[src/design/nearest_track_association_macros.svh]
// Assertion macros for the nearest track association block.
// Used by the top level; the including module must provide aclk and aresetn.
`ifndef NEAREST_TRACK_ASSOCIATION_MACROS_SVH
`define NEAREST_TRACK_ASSOCIATION_MACROS_SVH

// The consequent must hold in the same cycle as the antecedent.
`define NTA_ASSERT_SAME(label, ante, cons, msg) \
    label: assert property (@(posedge aclk) disable iff (!aresetn) (ante) |-> (cons)) \
        else $error(msg);

// The consequent must hold in the cycle after the antecedent.
`define NTA_ASSERT_NEXT(label, ante, cons, msg) \
    label: assert property (@(posedge aclk) disable iff (!aresetn) (ante) |=> (cons)) \
        else $error(msg);

`endif

[src/design/nta_pkg.sv]
// Package for the nearest track association block: payload types, command and
// status structs, state and match codes, and fixed sizes. No dependencies.
package nta_pkg;

    localparam int MAX_TRACKS = 16;
    localparam int IDX_W      = $clog2(MAX_TRACKS);
    localparam int CNT_W      = $clog2(MAX_TRACKS + 1);
    localparam int THR_W      = 11;
    localparam int THR_SQ_W   = 2 * THR_W;
    localparam int POS_W      = 12;
    localparam int SIZE_W     = 11;
    localparam int CTR_W      = 13;
    localparam int SUM_W      = CTR_W + 1;
    localparam int SQ_W       = 25;
    localparam int DIST_W     = SQ_W + 1;
    localparam int TID_W      = 5;

    localparam logic [THR_W-1:0] THRESHOLD_RESET = 11'd15;

    localparam logic [1:0] OP_FRAME_START = 2'd0;
    localparam logic [1:0] OP_DETECT      = 2'd1;
    localparam logic [1:0] OP_FRAME_END   = 2'd2;

    typedef struct packed {
        logic [1:0]               op;
        logic signed [POS_W-1:0]  box_x;
        logic signed [POS_W-1:0]  box_y;
        logic [SIZE_W-1:0]        box_width;
        logic [SIZE_W-1:0]        box_height;
    } nta_in_t;

    typedef struct packed {
        logic [TID_W-1:0] track_id;
        logic             is_new;
        logic             table_full;
    } nta_out_t;

    typedef enum logic [2:0] {
        ST_IDLE,
        ST_CENTRE,
        ST_SCAN,
        ST_DRAIN_A,
        ST_DRAIN_B,
        ST_UPDATE
    } nta_state_t;

    typedef enum logic [1:0] {
        MATCH_NONE,
        MATCH_ONE,
        MATCH_MANY
    } nta_match_t;

    typedef struct packed {
        logic             load_in;
        logic             frame_start;
        logic             frame_end;
        logic             start_scan;
        logic             issue;
        logic [IDX_W-1:0] scan_idx;
        logic             update;
    } nta_cmd_t;

    typedef struct packed {
        logic out_free;
    } nta_status_t;

endpackage

[src/design/nta_ctrl.sv]
// Controller for the nearest track association block: sequences acceptance,
// the slot scan, the pipeline drain and the table update. Uses nta_pkg.
module nta_ctrl
    import nta_pkg::*;
(
    input  logic        aclk,
    input  logic        aresetn,
    input  logic        s_valid,
    input  logic [1:0]  s_op,
    output logic        s_ready,
    input  nta_status_t status,
    output nta_cmd_t    cmd
);

    localparam logic [IDX_W-1:0] LAST_IDX = IDX_W'(MAX_TRACKS - 1);

    nta_state_t       state_reg, state_next;
    logic [IDX_W-1:0] idx_reg, idx_next;

    always_ff @(posedge aclk) begin
        if (!aresetn) begin
            state_reg <= ST_IDLE;
            idx_reg   <= '0;
        end else begin
            state_reg <= state_next;
            idx_reg   <= idx_next;
        end
    end

    always_comb begin
        state_next = state_reg;
        idx_next   = idx_reg;
        unique case (state_reg)
            ST_IDLE: begin
                if (s_valid && s_op == OP_DETECT) begin
                    state_next = ST_CENTRE;
                end
            end
            ST_CENTRE: begin
                idx_next   = '0;
                state_next = ST_SCAN;
            end
            ST_SCAN: begin
                idx_next = idx_reg + 1'b1;
                if (idx_reg == LAST_IDX) begin
                    state_next = ST_DRAIN_A;
                end
            end
            ST_DRAIN_A: begin
                state_next = ST_DRAIN_B;
            end
            ST_DRAIN_B: begin
                state_next = ST_UPDATE;
            end
            ST_UPDATE: begin
                if (status.out_free) begin
                    state_next = ST_IDLE;
                end
            end
            default: begin
                state_next = ST_IDLE;
            end
        endcase
    end

    always_comb begin
        s_ready          = 1'b0;
        cmd              = '0;
        cmd.scan_idx     = idx_reg;
        unique case (state_reg)
            ST_IDLE: begin
                s_ready         = 1'b1;
                cmd.load_in     = s_valid;
                cmd.frame_start = s_valid && s_op == OP_FRAME_START;
                cmd.frame_end   = s_valid && s_op == OP_FRAME_END;
            end
            ST_CENTRE: begin
                cmd.start_scan = 1'b1;
            end
            ST_SCAN: begin
                cmd.issue = 1'b1;
            end
            ST_DRAIN_A, ST_DRAIN_B: begin
                cmd.issue = 1'b0;
            end
            ST_UPDATE: begin
                cmd.update = status.out_free;
            end
            default: begin
                s_ready = 1'b0;
            end
        endcase
    end

endmodule

[src/design/nta_datapath.sv]
// Datapath for the nearest track association block: centre calculation, the
// track table, the distance pipeline, match tracking and the result register.
// Uses nta_pkg.
module nta_datapath
    import nta_pkg::*;
(
    input  logic             aclk,
    input  logic             aresetn,
    input  logic             cfg_valid,
    input  logic [THR_W-1:0] cfg_data,
    input  nta_in_t          s_payload,
    input  nta_cmd_t         cmd,
    output nta_status_t      status,
    input  logic             m_ready,
    output logic             m_valid,
    output nta_out_t         m_payload
);

    localparam logic [THR_SQ_W-1:0] THR_SQ_RESET =
        THR_SQ_W'(THRESHOLD_RESET) * THR_SQ_W'(THRESHOLD_RESET);

    function automatic logic signed [CTR_W-1:0] half_centre(
        input logic signed [POS_W-1:0] pos,
        input logic [SIZE_W-1:0]       size
    );
        logic [SUM_W-1:0] sum;
        logic [SUM_W-1:0] adj;
        sum = {pos[POS_W-1], pos, 1'b0} + {{(SUM_W-SIZE_W){1'b0}}, size};
        adj = sum + {{(SUM_W-1){1'b0}}, sum[SUM_W-1]};
        return adj[SUM_W-1:1];
    endfunction

    nta_in_t                  in_reg;
    logic signed [CTR_W-1:0]  cx_reg, cy_reg;
    logic [THR_SQ_W-1:0]      thr_sq_reg, thr_sq_next;
    logic [MAX_TRACKS-1:0]    active_reg, active_next;
    logic [MAX_TRACKS-1:0]    fresh_reg, fresh_next;
    logic [CNT_W-1:0]         count_reg, count_next;

    logic [2*CTR_W-1:0]       centre_mem [MAX_TRACKS];
    logic [2*CTR_W-1:0]       rd_reg;
    logic                     wr_en;
    logic [IDX_W-1:0]         wr_addr;

    logic                     a_vld_reg, b_vld_reg;
    logic [IDX_W-1:0]         idx_a_reg, idx_b_reg;
    logic [SQ_W-1:0]          dx_sq_reg, dy_sq_reg;
    logic signed [SUM_W-1:0]  dx, dy;
    logic signed [2*SUM_W-1:0] dx_sq_full, dy_sq_full;
    logic [DIST_W-1:0]        dist_sq;
    logic                     hit_c;

    nta_match_t               match_cnt_reg, match_cnt_next;
    logic [MAX_TRACKS-1:0]    match_vec_reg, match_vec_next;
    logic [IDX_W-1:0]         hit_reg, hit_next;

    logic                     m_valid_reg, m_valid_next;
    nta_out_t                 m_payload_reg, m_payload_next;
    logic [IDX_W-1:0]         new_idx;

    always_comb begin
        dx         = {cx_reg[CTR_W-1], cx_reg} - {rd_reg[2*CTR_W-1], rd_reg[2*CTR_W-1:CTR_W]};
        dy         = {cy_reg[CTR_W-1], cy_reg} - {rd_reg[CTR_W-1], rd_reg[CTR_W-1:0]};
        dx_sq_full = dx * dx;
        dy_sq_full = dy * dy;
        dist_sq    = {1'b0, dx_sq_reg} + {1'b0, dy_sq_reg};
        hit_c      = b_vld_reg && (dist_sq < {{(DIST_W-THR_SQ_W){1'b0}}, thr_sq_reg});
        new_idx    = count_reg[IDX_W-1:0];
    end

    always_ff @(posedge aclk) begin
        if (cmd.load_in) begin
            in_reg <= s_payload;
        end
        if (cmd.start_scan) begin
            cx_reg <= half_centre(in_reg.box_x, in_reg.box_width);
            cy_reg <= half_centre(in_reg.box_y, in_reg.box_height);
        end
        idx_a_reg     <= cmd.scan_idx;
        idx_b_reg     <= idx_a_reg;
        dx_sq_reg     <= dx_sq_full[SQ_W-1:0];
        dy_sq_reg     <= dy_sq_full[SQ_W-1:0];
        m_payload_reg <= m_payload_next;
    end

    always_ff @(posedge aclk) begin
        if (wr_en) begin
            centre_mem[wr_addr] <= {cx_reg, cy_reg};
        end
        rd_reg <= centre_mem[cmd.scan_idx];
    end

    always_comb begin
        thr_sq_next = thr_sq_reg;
        if (cfg_valid) begin
            thr_sq_next = THR_SQ_W'(cfg_data) * THR_SQ_W'(cfg_data);
        end
    end

    always_comb begin
        match_cnt_next = match_cnt_reg;
        match_vec_next = match_vec_reg;
        hit_next       = hit_reg;
        if (cmd.start_scan) begin
            match_cnt_next = MATCH_NONE;
            match_vec_next = '0;
        end else if (hit_c) begin
            match_vec_next[idx_b_reg] = 1'b1;
            hit_next                  = idx_b_reg;
            match_cnt_next = (match_cnt_reg == MATCH_NONE) ? MATCH_ONE : MATCH_MANY;
        end
    end

    always_comb begin
        active_next    = active_reg;
        fresh_next     = fresh_reg;
        count_next     = count_reg;
        m_valid_next   = m_valid_reg && !m_ready;
        m_payload_next = m_payload_reg;
        wr_en          = 1'b0;
        wr_addr        = hit_reg;
        if (cmd.frame_start) begin
            fresh_next = '0;
        end
        if (cmd.frame_end) begin
            active_next = active_reg & fresh_reg;
        end
        if (cmd.update) begin
            m_valid_next = 1'b1;
            if (match_cnt_reg == MATCH_ONE) begin
                fresh_next[hit_reg]       = 1'b1;
                wr_en                     = 1'b1;
                m_payload_next.track_id   = TID_W'(hit_reg) + TID_W'(1);
                m_payload_next.is_new     = 1'b0;
                m_payload_next.table_full = 1'b0;
            end else begin
                fresh_next = fresh_reg & ~match_vec_reg;
                if (count_reg < CNT_W'(MAX_TRACKS)) begin
                    active_next[new_idx]      = 1'b1;
                    fresh_next[new_idx]       = 1'b1;
                    wr_en                     = 1'b1;
                    wr_addr                   = new_idx;
                    count_next                = count_reg + 1'b1;
                    m_payload_next.track_id   = TID_W'(count_reg) + TID_W'(1);
                    m_payload_next.is_new     = 1'b1;
                    m_payload_next.table_full = 1'b0;
                end else begin
                    m_payload_next.track_id   = '0;
                    m_payload_next.is_new     = 1'b0;
                    m_payload_next.table_full = 1'b1;
                end
            end
        end
    end

    always_ff @(posedge aclk) begin
        if (!aresetn) begin
            thr_sq_reg    <= THR_SQ_RESET;
            active_reg    <= '0;
            fresh_reg     <= '0;
            count_reg     <= '0;
            a_vld_reg     <= 1'b0;
            b_vld_reg     <= 1'b0;
            match_cnt_reg <= MATCH_NONE;
            match_vec_reg <= '0;
            hit_reg       <= '0;
            m_valid_reg   <= 1'b0;
        end else begin
            thr_sq_reg    <= thr_sq_next;
            active_reg    <= active_next;
            fresh_reg     <= fresh_next;
            count_reg     <= count_next;
            a_vld_reg     <= cmd.issue && active_reg[cmd.scan_idx];
            b_vld_reg     <= a_vld_reg;
            match_cnt_reg <= match_cnt_next;
            match_vec_reg <= match_vec_next;
            hit_reg       <= hit_next;
            m_valid_reg   <= m_valid_next;
        end
    end

    assign status.out_free = !m_valid_reg || m_ready;
    assign m_valid         = m_valid_reg;
    assign m_payload       = m_payload_reg;

endmodule

[src/design/nearest_track_association.sv]
// Top level of the nearest track association block: controller and datapath.
// Depends on nta_pkg, nta_ctrl, nta_datapath and the assertion macro header.
//
// Input items arrive on the s_ channel as one struct: an op code and a detection
// box. Frame start and frame end give no result. A detection
// gives one result on the m_ channel: the matched or new track id, a new-track
// flag and a table-full flag. Op code 3 is consumed and ignored.
// A detection occupies the block from its transfer to the next possible input
// transfer while it runs through its centre, slot scan, drain and update steps.
// The slot scan reads one track slot per cycle through a single centre memory
// read port into a two-stage distance pipeline; the update step loads the
// result register that presents the result on the m_ channel.
// The result register lets the next item transfer while a result is waiting. If
// the receiver stalls, a following detection holds in its update step until the
// waiting result has been taken. The cfg_ channel writes the match radius and is
// always ready; the user must write it only while the block is idle, unenforced.
// Reset clears all track marks, the track count and the output valid, and sets
// the radius to 15. The centre memory needs no clearing.
`include "nearest_track_association_macros.svh"

module nearest_track_association
    import nta_pkg::*;
(
    input  logic             aclk,
    input  logic             aresetn,
    input  logic             cfg_valid,
    output logic             cfg_ready,
    input  logic [THR_W-1:0] cfg_data,
    input  logic             s_valid,
    output logic             s_ready,
    input  nta_in_t          s_payload,
    output logic             m_valid,
    input  logic             m_ready,
    output nta_out_t         m_payload
);

    nta_cmd_t    cmd;
    nta_status_t status;

    assign cfg_ready = 1'b1;

    nta_ctrl u_ctrl (
        .aclk    (aclk),
        .aresetn (aresetn),
        .s_valid (s_valid),
        .s_op    (s_payload.op),
        .s_ready (s_ready),
        .status  (status),
        .cmd     (cmd)
    );

    nta_datapath u_datapath (
        .aclk      (aclk),
        .aresetn   (aresetn),
        .cfg_valid (cfg_valid),
        .cfg_data  (cfg_data),
        .s_payload (s_payload),
        .cmd       (cmd),
        .status    (status),
        .m_ready   (m_ready),
        .m_valid   (m_valid),
        .m_payload (m_payload)
    );

    `NTA_ASSERT_SAME(a_update_free, cmd.update, status.out_free, "Waiting result overwritten.")
    `NTA_ASSERT_NEXT(a_update_shown, cmd.update, m_valid, "Result not presented after update.")
    `NTA_ASSERT_SAME(a_scan_busy, cmd.issue, !s_ready, "Input accepted during slot scan.")
    `NTA_ASSERT_SAME(a_full_result, m_valid && m_payload.table_full, m_payload.track_id == '0 && !m_payload.is_new, "Inconsistent table-full result.")

endmodule

[config.mk]
export PLATFORM = sky130hd
export DESIGN_NAME = nearest_track_association
export DESIGN_NICKNAME = d
export VERILOG_FILES = /design/src/design/nta_pkg.sv /design/src/design/nta_ctrl.sv /design/src/design/nta_datapath.sv /design/src/design/nearest_track_association.sv
export VERILOG_INCLUDE_DIRS = /design/src /design/src/design
export SDC_FILE = /design/constraint.sdc
export NUM_CORES = 2
export LEC_CHECK = 0
export BUFFER_PORTS_ARGS = -buffer_cell sky130_fd_sc_hd__buf_4
export CAP_MARGIN = 5
export CELL_PAD_IN_SITES_DETAIL_PLACEMENT = 0
export CELL_PAD_IN_SITES_GLOBAL_PLACEMENT = 1
export CORE_ASPECT_RATIO = 0.9
export CORE_MARGIN = 2
export CORE_UTILIZATION = 23
export CTS_CLUSTER_SIZE = 10
export DETAILED_ROUTE_END_ITERATION = 10
export PLACE_DENSITY_LB_ADDON = 0.25
export RECOVER_POWER = 100
export SETUP_SLACK_MARGIN = 0.02
export SLEW_MARGIN = 15
export SYNTH_ARGS = -nofsm -noshare
export SYNTH_HDL_FRONTEND = slang
export SYNTH_HIERARCHICAL = 1
export SYNTH_SLANG_ARGS = --single-unit
[constraint.sdc]
create_clock -name aclk -period 10.6 [get_ports aclk]
set_input_delay 0.53 -clock aclk [delete_from_list [all_inputs] [get_ports aclk]]
set_output_delay 0.53 -clock aclk [all_outputs]
set_load 0.03 [all_outputs]
After elaboration in Yosys (flattened, before gate mapping):

Memory sizes are Yosys's and may differ from the RTL's. A register that Yosys moved wholly into a read port is not among the register bits.
Cells that the tools add are included.

* flip-flop bits (word level): 228
* memory bits (writable): 416
* bits of input ports: 64
* output and inout port bits: 10
* word-level logic and storage cells: 128
* memories kept: 1

Memories
* u_datapath.centre_mem: words 16, bits a word 26, read ports 1, clocked after Yosys merged registers in 1, wr ports 1, RTL line nta_datapath.sv:40 `logic [2*CTR_W-1:0] centre_mem [MAX_TRACKS];`

* $add $sub $neg: 10
* multiply operators: 3
* magnitude comparators: 9
* eq/ne operators: 12
* multiplexer cells: 38
* bitwise operators: 10
* reduce and logical (&&, ||, !) cells: 20

Operators with widths (number)
* two-way mux 16 bit: 8
* OR 16 bit: 4
* multiplier 14 x 14 -> 25 bit: 2
* bitwise AND 16 bit: 2
* adder 13 x 12 -> 14 bit: 2
* adder 14 x 1 -> 14 bit: 2
* subtractor 13 x 13 -> 14 bit: 2
* adder 25 x 25 -> 26 bit: 1
* < comparator 26 x 22 -> 1 bit: 1
* multiplier 11 x 11 -> 22 bit: 1
* < comparator 4 x 5 -> 1 bit, second input constant: 4
* case mux 3 bit (6 select lines): 1
* inverter 16 bit: 1
* two-way mux 1 bit: 14
* two-way mux 7 bit: 2
* demux 1 bit (select 4 bit): 3
* >= comparator 4 x 1 -> 1 bit, second input constant: 3
* two-way mux 3 bit: 4
* two-way mux 4 bit: 3
* logical AND 1 bit: 9
* case mux 4 bit (2 select lines): 1
* equality test 3 x 2 -> 1 bit, second input constant: 2
* equality test 3 bit, second input constant: 2
* != test 2 x 1 -> 1 bit, second input constant: 3
* other kinds (19): 25

Longest topological paths before layout:

* depth after elaboration: 8
* depth in mapped cells: 33

By module:

The synthesis kept the hierarchy.

By module, submodules not included
* nta_datapath: times used 1, cells each 3415, area each 42472.0 um^2, sequential area each 18167.4 um^2
* nta_ctrl: times used 1, cells each 54, area each 461.7 um^2, sequential area each 140.1 um^2
* nearest_track_association: times used 1, cells each 2, area each 11.3 um^2, sequential area each 0.0 um^2

Least setup slack after synthesis:

Ideal clock, no wire load.

* kind: register -> register
* start: register u_datapath.cy_reg[1]
* end: register u_datapath.dy_sq_reg[20]
* library setup time: 72 ps
* data arrival time: 7482 ps
* required time: 10528 ps
* slack: 3046 ps
* stages on the path, launching flop included: 30
* cell sequence: edfxtp_1 -> ha_1 -> nor2b_1 -> o31a_1 -> o41ai_1 -> o21ai_1 -> nor2_1 -> xor2_1 -> inv_2 -> nand2_1 -> inv_1 -> fa_1 -> inv_1 -> fa_1 -> inv_1 -> fa_1 -> fa_1 -> fa_1 -> inv_1 -> fa_1 -> inv_1 -> ha_1 -> a21o_1 -> a21o_1 -> a2111oi_0 -> o41ai_1 -> a21oi_1 -> nor2b_1 -> o41ai_1 -> xnor2_1

* word-level cells in the longest chain between the ends: 2

RTL lines
* start: declaration: RTL line nta_datapath.sv:34 `logic signed [CTR_W-1:0] cx_reg, cy_reg;`
* start signal: assignment: RTL line nta_datapath.sv:77 `cy_reg <= half_centre(in_reg.box_y, in_reg.box_height);`
* subtractor 13 x 13 -> 14 bit: RTL line nta_datapath.sv:63 `dy = {cy_reg[CTR_W-1], cy_reg} - {rd_reg[CTR_W-1], rd_reg[CTR_W-1:0]};`
* multiplier 14 x 14 -> 25 bit: RTL line nta_datapath.sv:65 `dy_sq_full = dy * dy;`
* named net u_datapath.dy_sq_full[20]: RTL line nta_datapath.sv:49 `logic signed [2*SUM_W-1:0] dx_sq_full, dy_sq_full;`
* end signal: assignment: RTL line nta_datapath.sv:82 `dy_sq_reg <= dy_sq_full[SQ_W-1:0];`
* end: declaration: RTL line nta_datapath.sv:47 `logic [SQ_W-1:0] dx_sq_reg, dy_sq_reg;`

The timed path passes the listed nets, and every way through them passes these cells.
A chain may end at the register's enable or synchronous reset.

Worst setup path after layout:

* start: register u_datapath.cy_reg[0]
* end: register u_datapath.dy_sq_reg[24]

The elaborated chain is that of the path after synthesis.

==> metrics <==
Post-CTS Resized 0; Post-CTS Hold Fix Bufs 46; Setup CP Type flop to flop; Hold WS 0.310 ns; per-cell routed wire length 17.6 um; grt met2 use 0.190; Routed WL 108 mm; total gr overflow 0; grt peak-use layer met2; row count 150; FF-to-FF path depth 29; clock root buffer clkbuf_16; Placed Area 0.0467 mm^2; Syn Area/Cell 12.4 um^2; nets 4,339; largest cells by area after synthesis edfxtp_1 (35%), fa_1 (18%), dfxtp_1 (8.0%); met1 GRT Util 0.158; Reg clk slew, reported paths 0.06 ns; WP depth 29; status finished with violations; H-tree lvl count 3; CP startpoint kind flop; Final ANT Viol Nets 0; Final Skew 0.0769 ns; Least-Margin Pin Slew 3.48 ns; CP top delay family adder cells; CTS sink cnt 667; Slowest-stage cell, CP edfxtp_1; Critical Path Most Common Cell fa_1; area grow syn2layout 15.3%; failing checks capacitance limit, slew limit; Post-Synth XOR/XNOR Area 0.0371; number of flip-flops in the largest register 416; die area 0.190 mm^2; Slew Limit Fails 837; CP arrival 9.43 ns; CP Capture Type flop; clock tree buffer depth 3; f_max 113 MHz; final hold viol count 0; vias in the first global route 27,900; setup violators final 0; origin of the worst min-delay path cfg_data[0]; area leader, netlist edfxtp_1; core area 0.186 mm^2; top-area cell type share of the netlist area 0.346; CP Capture Point u_datapath/dy_sq_reg[24]; met3 global-route usage 0.0192; flops & latches, synth 667; # DRC 0; Post-synth EDFFs 495; I/O pins 74; layout cells sized above 1 0.103; Post-synth top flop edfxtp_1; Final min period 8.86 ns; reg2reg end u_datapath/dy_sq_reg[24]; Via Count 25,900; Mapped Area 0.0429 mm^2; Avg Vias per Cell 4.23; count of different cell masters after synthesis 92; Synth Area in Adders 0.255; setup bufs post-CTS 0; initial antenna violation count 3; Die Wd 459 um; mux cell area share after synthesis 0.0763; Num CTS Buffers 83; Ys Warns 6; CTS tree done; input/output buffers 72; CP required 11.17 ns; slowest stage delay, CP 0.64 ns; GPL Wtd Cong 0.769; max cap viols 27; Die Y 414 um; DP Wirelength 74.0 mm; Setup TNS 0 ns; Worst R2R Start u_datapath/cy_reg[0]; CP bufs+invs 6; RSZ-0062 raised after global routing no; first-pass GRT wire length 169 mm; largest family of logic cells by synthesized area adder cells; post-synthesis simple-gate area fraction 0.0767; ys async rst share 0; Initial Util 0.231; period utilization 0.836; Pre-antenna DRT Iters 7; cells after synthesis 3,471; crit path launch u_datapath/cy_reg[0]; sequential share of the synthesized area 0.426; worst-path fanout max 17; pin count of the biggest net entering global routing 84; clock latency on the worst-skew pair 0.72 ns; DR iter-0 viols 1,244; finished layout cell area 0.0495 mm^2; post-synthesis compound-gate area fraction 0.0650; Hold Crit Class input pin to flop; Tot GR Track Use 0.115; Worst slew margin -1.32; r2r setup slk 1.74 ns
## tightest hold or removal path, cell delays in order
cell and delay, ns:
buf_4 0.16, nor2b_1 0.08, o21ai_0 0.17
## cell families after synthesis
| logic type | after synthesis |
|---|---|
| AO/OA/AOI/OAI | 403 |
| XOR/XNOR | 181 |
| adder cells (fa/ha/maj) | 648 |
| buffers and inverters | 713 |
| flip-flops | 667 |
| multiplexers | 158 |
| other | 2 |
| AND/OR/NAND/NOR | 699 |
## per-layer routing
metal	vias to the layer above	wire (um)
met5	-	0
met4	0	2000
met3	118	4090
met2	426	50200
met1	13200	51300
li1	12100	-
## worst min path at each step
stage / end / slack, ns / depth (start not counted)
finish: u_datapath/thr_sq_reg[0] / 0.31 / 3
global route: u_datapath/idx_b_reg[0] / 0.33 / 0
CTS: u_datapath/thr_sq_reg[2] / 0.23 / 4
detailed placement: u_datapath/idx_b_reg[0] / 0.31 / 0
global placement: u_datapath/idx_b_reg[1] / 0.31 / 0
floorplan: u_datapath/idx_b_reg[0] / 0.31 / 0
## metrics by stage
stage,cells,util,worst slack (ns)
floorplan,3472,-,3.05
global placement,5929,0.251,2.01
detailed placement,5929,0.251,1.74
CTS,6125,0.268,1.73
global route,6125,0.267,1.01
finish,6126,0.267,1.74
## layout by cell type (no fill, tap or decap), types with 60 or more instances in the layout
cell and count:
inv_1 599, ha_1 269, o21ai_0 61, clkbuf_1 76
nand2_1 232, xnor2_1 117, xor2_1 60, fa_1 378
nor2_1 181, mux4_2 135, clkbuf_16 84, dfxtp_1 172
edfxtp_1 495, a21oi_1 99
## Yosys cell counts (6+ instances only)
library cell  count
o21a_1           18
and3_1           30
nand3_1          30
o21bai_1         12
xor2_1           61
nor3_1           33
nor2b_1          42
dfxtp_1         172
o21ai_1          16
edfxtp_1        495
clkbuf_1         73
mux2i_1          18
o211ai_1          8
o21ai_0          53
o22ai_1          18
and2_1           55
a31oi_1          16
a21boi_1         18
nor2_1          197
nand3b_1          7
nand2b_1         20
a32o_1           16
a211oi_1          6
fa_1            378
a221o_1          17
buf_1            15
inv_1           597
nand2_1         232
a21o_1           48
xnor2_1         119
nor3b_1           6
a21oi_1          98
inv_2            16
nand4_1           8
ha_1            269
mux4_2          135
or3_1             8
## cell type report
type,instances,area [um^2]
fillers,19300,136000
multi-input cells,2092,22000
flip-flops and latches,667,18300
well taps,2432,3040
clock buffers,132,2340
inverters,617,2330
repair buffers,167,1240
clock inverters,18,290
diodes,1,2.50
Power is left out: the tool's default activity adds up to more than one toggle a clock period on the data nets, which glitch-free logic cannot reach.
